==> config.mk <==
export PLATFORM = sky130hd
export DESIGN_NAME = dac_ctrl
export DESIGN_NICKNAME = d
export VERILOG_FILES = /design/src/dac_pkg.sv /design/src/dac_ctrl.sv
export VERILOG_INCLUDE_DIRS = /design/src /design/src/src
export SDC_FILE = /design/constraint.sdc
export NUM_CORES = 1
export LEC_CHECK = 0
export ABC_CLOCK_PERIOD_IN_PS = 3600
export BUFFER_PORTS_ARGS = -buffer_cell sky130_fd_sc_hd__buf_2
export CAP_MARGIN = 0
export CORE_AREA = 2 2 68 44
export DETAILED_ROUTE_END_ITERATION = 7
export DIE_AREA = 0 0 70 46
export PLACE_DENSITY = 0.85
export SLEW_MARGIN = 20
export SYNTH_ARGS = -nofsm -noshare
export SYNTH_HDL_FRONTEND = slang
export SYNTH_SLANG_ARGS = --single-unit
==> constraint.sdc <==
create_clock -name clk -period 3.6 [get_ports clk]
set_input_delay 0.18 -clock clk [delete_from_list [all_inputs] [get_ports clk]]
set_output_delay 0.18 -clock clk [all_outputs]
set_load 0.005 [all_outputs]
==> src/deadlock_avoidance_checker_unit_defines.svh <==
`ifndef DEADLOCK_AVOIDANCE_CHECKER_UNIT_DEFINES_SVH
`define DEADLOCK_AVOIDANCE_CHECKER_UNIT_DEFINES_SVH

// Same-cycle implication, reset masked.
`define DAC_ASSERT_NOW(lbl, clk, rst_n, ante, cons, msg) \
	lbl: assert property (@(posedge clk) disable iff (!rst_n) (ante) |-> (cons)) \
		else $error(msg);

// Next-cycle implication, reset masked.
`define DAC_ASSERT_NEXT(lbl, clk, rst_n, ante, cons, msg) \
	lbl: assert property (@(posedge clk) disable iff (!rst_n) (ante) |=> (cons)) \
		else $error(msg);

`endif

==> src/dac_pkg.sv <==
`default_nettype none

package dac_pkg;

	localparam int MAX_PROCS_DEF  = 16;
	localparam int MAX_RES_DEF    = 16;
	localparam int COUNT_BITS_DEF = 16;

	localparam int CMD_W     = 3;
	localparam int IDX_W     = 4;
	localparam int VALUE_W   = 16;
	localparam int STATUS_W  = 3;
	localparam int CFG_W     = 5;
	localparam int CFG_IDX_W = 1;

	localparam logic [CFG_IDX_W-1:0] CFG_NUM_PROCS = 1'b0;
	localparam logic [CFG_IDX_W-1:0] CFG_NUM_RES   = 1'b1;

	localparam logic [CFG_W-1:0] NUM_PROCS_RST = 5'd5;
	localparam logic [CFG_W-1:0] NUM_RES_RST   = 5'd3;

	typedef enum logic [CMD_W-1:0] {
		CMD_LOAD_ALLOC = 3'd0,
		CMD_LOAD_MAX   = 3'd1,
		CMD_LOAD_AVAIL = 3'd2,
		CMD_REQ_ELEM   = 3'd3,
		CMD_CHECK      = 3'd4
	} cmd_t;

	typedef enum logic [STATUS_W-1:0] {
		ST_LOADED  = 3'd0,
		ST_SAFE    = 3'd1,
		ST_UNSAFE  = 3'd2,
		ST_GRANTED = 3'd3,
		ST_DENIED  = 3'd4,
		ST_EXCEEDS = 3'd5,
		ST_WAIT    = 3'd6
	} status_t;

	// controller -> datapath
	typedef struct packed {
		logic    latch;
		logic    wr_alloc;
		logic    wr_need;
		logic    wr_avail;
		logic    wr_req;
		logic    rd_walk;
		logic    trial;
		logic    rollback;
		logic    walk_init;
		logic    walk_eval;
		logic    emit;
		logic    emit_seq;
		logic    k_clr;
		logic    k_inc;
		status_t emit_status;
	} dp_cmd_t;

	// datapath -> controller
	typedef struct packed {
		logic slot_free;
		logic last_el;
		logic p_in_use;
		logic req_bad;
		logic req_need_fail;
		logic walk_pass_end;
		logic walk_all_done;
		logic walk_found;
		logic seq_end;
	} dp_sts_t;

endpackage

`default_nettype wire

==> src/dac_ctrl.sv <==
`default_nettype none

`include "deadlock_avoidance_checker_unit_defines.svh"

module dac_ctrl (
	input  wire logic                       clk,
	input  wire logic                       arst_n,
	input  wire logic                       in_valid,
	input  wire logic [dac_pkg::CMD_W-1:0]  cmd,
	output logic                            in_stall,
	output dac_pkg::dp_cmd_t                dp_cmd,
	input  wire dac_pkg::dp_sts_t           sts
);
	import dac_pkg::*;

	typedef enum logic [14:0] {
		S_IDLE     = 15'b000000000000001,
		S_LD_ALLOC = 15'b000000000000010,
		S_LD_MAX_RD= 15'b000000000000100,
		S_LD_MAX_WR= 15'b000000000001000,
		S_LD_AVAIL = 15'b000000000010000,
		S_REQ_BUF  = 15'b000000000100000,
		S_REQ_EVAL = 15'b000000001000000,
		S_TRIAL    = 15'b000000010000000,
		S_SAFE_INIT= 15'b000000100000000,
		S_SAFE_RD  = 15'b000001000000000,
		S_SAFE_EV  = 15'b000010000000000,
		S_ROLL_RD  = 15'b000100000000000,
		S_ROLL_WR  = 15'b001000000000000,
		S_EMIT_ONE = 15'b010000000000000,
		S_EMIT_SEQ = 15'b100000000000000
	} state_t;

	state_t  state_q, state_d;
	status_t code_q, code_d;
	logic    req_mode_q, req_mode_d;

	assign in_stall = state_q != S_IDLE;

	always_comb begin
		state_d            = state_q;
		code_d             = code_q;
		req_mode_d         = req_mode_q;
		dp_cmd             = '0;
		dp_cmd.emit_status = code_q;
		unique case (state_q)
			S_IDLE: begin
				if (in_valid) begin
					dp_cmd.latch = 1'b1;
					code_d       = ST_LOADED;
					unique case (cmd)
						CMD_LOAD_ALLOC: state_d = S_LD_ALLOC;
						CMD_LOAD_MAX:   state_d = S_LD_MAX_RD;
						CMD_LOAD_AVAIL: state_d = S_LD_AVAIL;
						CMD_REQ_ELEM:   state_d = S_REQ_BUF;
						CMD_CHECK: begin
							req_mode_d = 1'b0;
							state_d    = S_SAFE_INIT;
						end
						default: state_d = S_IDLE;
					endcase
				end
			end
			S_LD_ALLOC: begin
				dp_cmd.wr_alloc = 1'b1;
				state_d         = S_EMIT_ONE;
			end
			S_LD_MAX_RD: state_d = S_LD_MAX_WR;
			S_LD_MAX_WR: begin
				dp_cmd.wr_need = 1'b1;
				state_d        = S_EMIT_ONE;
			end
			S_LD_AVAIL: begin
				dp_cmd.wr_avail = 1'b1;
				state_d         = S_EMIT_ONE;
			end
			S_REQ_BUF: begin
				dp_cmd.wr_req = 1'b1;
				if (!sts.last_el) begin
					state_d = S_EMIT_ONE;
				end else if (!sts.p_in_use) begin
					code_d  = ST_EXCEEDS;
					state_d = S_EMIT_ONE;
				end else begin
					state_d = S_REQ_EVAL;
				end
			end
			S_REQ_EVAL: begin
				if (sts.req_bad) begin
					code_d  = sts.req_need_fail ? ST_EXCEEDS : ST_WAIT;
					state_d = S_EMIT_ONE;
				end else begin
					state_d = S_TRIAL;
				end
			end
			S_TRIAL: begin
				dp_cmd.trial = 1'b1;
				req_mode_d   = 1'b1;
				state_d      = S_SAFE_INIT;
			end
			S_SAFE_INIT: begin
				dp_cmd.walk_init = 1'b1;
				state_d          = S_SAFE_RD;
			end
			S_SAFE_RD: begin
				dp_cmd.rd_walk = 1'b1;
				state_d        = S_SAFE_EV;
			end
			S_SAFE_EV: begin
				dp_cmd.walk_eval = 1'b1;
				if (sts.walk_all_done) begin
					dp_cmd.k_clr = 1'b1;
					state_d      = S_EMIT_SEQ;
				end else if (sts.walk_pass_end && !sts.walk_found) begin
					code_d  = req_mode_q ? ST_DENIED : ST_UNSAFE;
					state_d = req_mode_q ? S_ROLL_RD : S_EMIT_ONE;
				end else begin
					state_d = S_SAFE_RD;
				end
			end
			S_ROLL_RD: state_d = S_ROLL_WR;
			S_ROLL_WR: begin
				dp_cmd.rollback = 1'b1;
				state_d         = S_EMIT_ONE;
			end
			S_EMIT_ONE: begin
				if (sts.slot_free) begin
					dp_cmd.emit = 1'b1;
					state_d     = S_IDLE;
				end
			end
			S_EMIT_SEQ: begin
				dp_cmd.emit_status = req_mode_q ? ST_GRANTED : ST_SAFE;
				if (sts.slot_free) begin
					dp_cmd.emit     = 1'b1;
					dp_cmd.emit_seq = 1'b1;
					if (sts.seq_end) begin
						state_d = S_IDLE;
					end else begin
						dp_cmd.k_inc = 1'b1;
					end
				end
			end
			default: state_d = S_IDLE;
		endcase
	end

	always_ff @(posedge clk or negedge arst_n) begin
		if (!arst_n) begin
			state_q    <= S_IDLE;
			code_q     <= ST_LOADED;
			req_mode_q <= 1'b0;
		end else begin
			state_q    <= state_d;
			code_q     <= code_d;
			req_mode_q <= req_mode_d;
		end
	end

	`DAC_ASSERT_NEXT(a_walk_done, clk, arst_n, (state_q == S_SAFE_EV) && sts.walk_all_done, state_q == S_EMIT_SEQ, "finished walk did not start the sequence")
	`DAC_ASSERT_NEXT(a_out_of_use, clk, arst_n, (state_q == S_REQ_BUF) && sts.last_el && !sts.p_in_use, (state_q == S_EMIT_ONE) && (code_q == ST_EXCEEDS), "request of an idle process not refused")
	`DAC_ASSERT_NOW(a_state_onehot, clk, arst_n, 1'b1, $onehot(state_q), "controller state not one-hot")

endmodule

`default_nettype wire

==> summary.md <==
| Metric | Value |
|---|---|
| Sequential element share of the synthesized area | 33.63% |
| Leakage power | between 0.8 and 0.9 nW |
| Cell area after technology mapping | about 1400 um2 |
| Number of nets still failing antenna checks after routing | 0 |
| Total global routing track utilization | roughly 25% |
| Inserted Diodes | 0 |
| Maxcap violations | 0 |
| Synth Flop Type | sky130_fd_sc_hd__dfrtp_1 |
| Period utilisation layout | between 70% and 80% |
| Reg2reg start | state_q[4]$_DFFE_PN0P_ |
| Placer's final routability congestion estimate | 0.9337 |
| Non-filler cells, final | between 200 and 250 |
| First DRT Iteration DRCs | ~210 |
| Via count of the first global-routing pass | about 1200 |
| Logic depth of the worst register-to-register path | 5 |
| Area growth syn-to-layout | 13.33% |
| Most used cells in the layout excluding fill and tap cells | sky130_fd_sc_hd__buf_2 (32), sky130_fd_sc_hd__dfrtp_1 (18), sky130_fd_sc_hd__nor2_1 (11) |
| Count of input and output buffers | 32 |
| Crit path launch type | flip-flop |
| Wirelength, routed | ~3700 um |
| Final core occ | between 60 and 70% |
| Power share of the combinational group | approximately half |
| CTS max path bufs | 2 |
| Max-slew headroom at the worst pin | between 50% and 60% |
| Most common cell after layout, fill and taps aside | sky130_fd_sc_hd__buf_2 |
| Via count | about 1400 |
| Overflow after GRT | 0 |
| Worst skew pair latency | about 0.27 ns |
| Maximum clock frequency | roughly 0.37 GHz |
| FF+latch area | around 480 um2 |
| Final hold slack | ~0.12 ns |
| Data arrival time at the worst-slack endpoint | 2.52 ns |
| Cell Area, Placed | approximately 1600 um2 |
| Fin Setup TNS | 0 ns |
| Drt pass-1 iters | 5 |
| Number of cells upsized or downsized after cts | 0 |
| Min-Delay Path Class | in2reg |
| DRC | 0 |
| Peak supply drop | 0.0002514 V |
| DP Worst Slack | around 1.2 ns |
| Switching share of total power | between 40% and 50% |
| Actual transition at the worst max-transition pin | between 0.6 and 0.7 ns |
| Worst setup path start | state_q[13]$_DFFE_PN0P_ |
| Initial antenna violation count | 0 |
| Post-Layout Inst Area | about 1600 um2 |
| Width of the die | roughly 70 um |
| Slew Viols, Final | 0 |
| Vias per std cell | ~6.5 |
| Register clock-pin slew on the reported worst setup and hold paths | ~0.08 ns |
| Clock network power share | a little under a fifth |
| Fin nets | about 190 |
| Half-perimeter wire length after placement | ~2800 um |
| # fillers | 235 |
| Register share of total power | between 30% and 40% |
| Smallest setup slack after layout | 0.8973 ns |
| Initial cell density of the core | 53.19% |
| Share of cells above drive strength 1 | 26.97% |
| Die area | about 3200 um2 |
| Final clock skew | roughly 0.0042 ns |
| Inserted Clock Buffers | 3 |
| Crit-path max FO | 8 |
| Int Pwr | between 0.5 and 0.6 mW |
| End of the worst register-to-register path | code_q[1]$_DFFE_PN0P_ |
| Pin count of the biggest net entering global routing | 20 |
| First-pass GRT wire length | 6099 um |
| Synthesized Nets | ~170 |
| Number of buffers inserted to repair setup after CTS | 0 |
| Power Dens Cells | between 500 and 600 nW/um2 |
| Switch Pwr | between 0.3 and 0.4 mW |
| TritonCTS clock tree | built |
| Sum of internal, switching and leakage power | around 0.88 mW |
| Inst Count DP | 207 |
| Critical Path End | dp_cmd[10] |
| Setup repair after global routing missed its margin | no |
| CORE AREA | between 2000 and 3000 um2 |
| Routed wirelength normalized by instance count | ~18 um |
| Outcome | completed |
| # setup viols final | 0 |
| Fin crit period | 2.703 ns |
| Clock sink count | 19 |
| Number of flops mapped to enable cells by yosys | 0 |
| Count of different cell masters after synthesis | 50 |
| Post-synthesis cell count | 151 |
| CTS Root Cell | sky130_fd_sc_hd__clkbuf_8 |
| Setup slack of the worst register-to-register path | approximately 1.2 ns |
| Combined area of the multi-input logic cells | approximately 830 um2 |
| H-Tree Level Count | 1 |
| Boundary pin count | 33 |
| Fin. Hold Viols | 0 |
| Data required time at the worst endpoint | ~3.4 ns |
| Async set-reset flop share out of synthesis | 100.0% |
| Setup crit end kind | primary output |
| Rows | 15 |
| Syn_area_per_cell | about 9.4 um2 |
| Total number of yosys warnings | 0 |
| Flops & latches, synth | 19 |
| Vert. Die Dim | 46 um |
| Worst setup path category | reg2out |
synthesized netlist by cell type (2+ instances only):
library cell,number,area [um2]
sky130_fd_sc_hd__buf_6,3,33.78
sky130_fd_sc_hd__a32o_1,2,20.02
sky130_fd_sc_hd__inv_1,10,37.54
sky130_fd_sc_hd__xnor2_1,2,17.52
sky130_fd_sc_hd__and3_1,6,37.54
sky130_fd_sc_hd__a21oi_2,2,17.52
sky130_fd_sc_hd__or4_1,2,15.01
sky130_fd_sc_hd__nand2_1,10,37.54
sky130_fd_sc_hd__nor3_1,7,35.03
sky130_fd_sc_hd__clkbuf_1,2,7.510
sky130_fd_sc_hd__buf_2,3,15.01
sky130_fd_sc_hd__xor2_1,4,35.03
sky130_fd_sc_hd__a211oi_1,2,15.01
sky130_fd_sc_hd__or3_1,6,37.54
sky130_fd_sc_hd__nor4b_1,3,26.28
sky130_fd_sc_hd__or4b_1,4,40.04
sky130_fd_sc_hd__o22ai_1,2,12.51
sky130_fd_sc_hd__and4bb_1,2,25.02
sky130_fd_sc_hd__or4_4,3,33.78
sky130_fd_sc_hd__nor4_1,7,43.79
sky130_fd_sc_hd__a22oi_1,2,15.01
sky130_fd_sc_hd__dfrtp_1,18,450.4
sky130_fd_sc_hd__and3b_1,3,26.28
sky130_fd_sc_hd__a21oi_1,4,20.02
sky130_fd_sc_hd__nor4_2,2,25.02
sky130_fd_sc_hd__nor2_1,11,41.29
sky130_fd_sc_hd__mux2i_1,2,20.02
sky130_fd_sc_hd__nor2b_1,2,12.51
sky130_fd_sc_hd__nor4_4,3,63.81
sky130_fd_sc_hd__nand2b_1,2,12.51
layout make-up:
| type | instances | share of cell area [%] |
|---|---|---|
| flip-flops and latches | 19 | 29.67 |
| repair buffers | 33 | 10.59 |
| clock buffers | 4 | 2.804 |
| multi-input cells | 112 | 51.95 |
| inverters | 10 | 2.336 |
| well taps | 34 | 2.648 |
cells by family (layout without fill, tap and decap cells):
group                     after synthesis  count (layout)  synth area share (%)
buffers and inverters                  20              47                 7.502
AOI/OAI and AO/OA                      23              23                 12.27
muxes                                   4               4                 3.265
and+or+nand+nor                        79              79                 39.63
DFF                                    19              19                 33.63
xor gates and xnor gates                6               6                 3.707
repair_timing:
| action | in CTS | in global routing |
|---|---|---|
| endpoints found under the hold margin | 18 | 0 |
| endpoints found under the setup margin | 0 | 0 |
| hold buffers | 1 | 0 |
metal layers:
layer	up-vias	share of wire, %	GRT usage, %
met5	-	0	0
met3	5	12	6.416
met2	98	44	40.57
met4	0	0.83	7.692
li1	626	-	-
met1	646	43	34.15
how the worst min path moves through the flow:
| stage | start | end | slack (ns) | cells after the start |
|---|---|---|---|---|
| 2_1_floorplan | arst_n | code_q[0]$_DFFE_PN0P_ | -0.12 | 0 |
| 3_3_place_gp | arst_n | req_mode_q$_DFFE_PN0P_ | 0.14 | 1 |
| 3_5_place_dp | arst_n | req_mode_q$_DFFE_PN0P_ | 0.14 | 1 |
| 4_1_cts | sts[5] | state_q[7]$_DFFE_PN0P_ | 0.11 | 2 |
| 5_1_grt | sts[5] | state_q[7]$_DFFE_PN0P_ | 0.10 | 2 |
| 6_report | sts[5] | state_q[7]$_DFFE_PN0P_ | 0.12 | 2 |
critical path, cell delays in order (launching register included):
cell                      delay (ns)
sky130_fd_sc_hd__dfrtp_1        0.50
sky130_fd_sc_hd__or3_1          0.57
sky130_fd_sc_hd__or3_4          0.48
sky130_fd_sc_hd__or4_4          0.54
sky130_fd_sc_hd__inv_1          0.07
sky130_fd_sc_hd__buf_2          0.10
flip-flops by register name, summed over array words and instances (netlist names):
name        flops
req_mode_q      1
code_q          3
state_q        15
power groups by stage:
| stage | sequential (mW) | clock (mW) | combinational [mW] |
|---|---|---|---|
| finish | 0.280 | 0.158 | 0.437 |
| global placement | 0.280 | 0 | 0.413 |
| global route | 0.285 | 0.174 | 0.472 |
| CTS | 0.279 | 0.157 | 0.429 |
| detailed placement | 0.282 | 0 | 0.420 |
| floorplan | 0.263 | 0 | 0.360 |
Power figures use the tool's default switching activity.
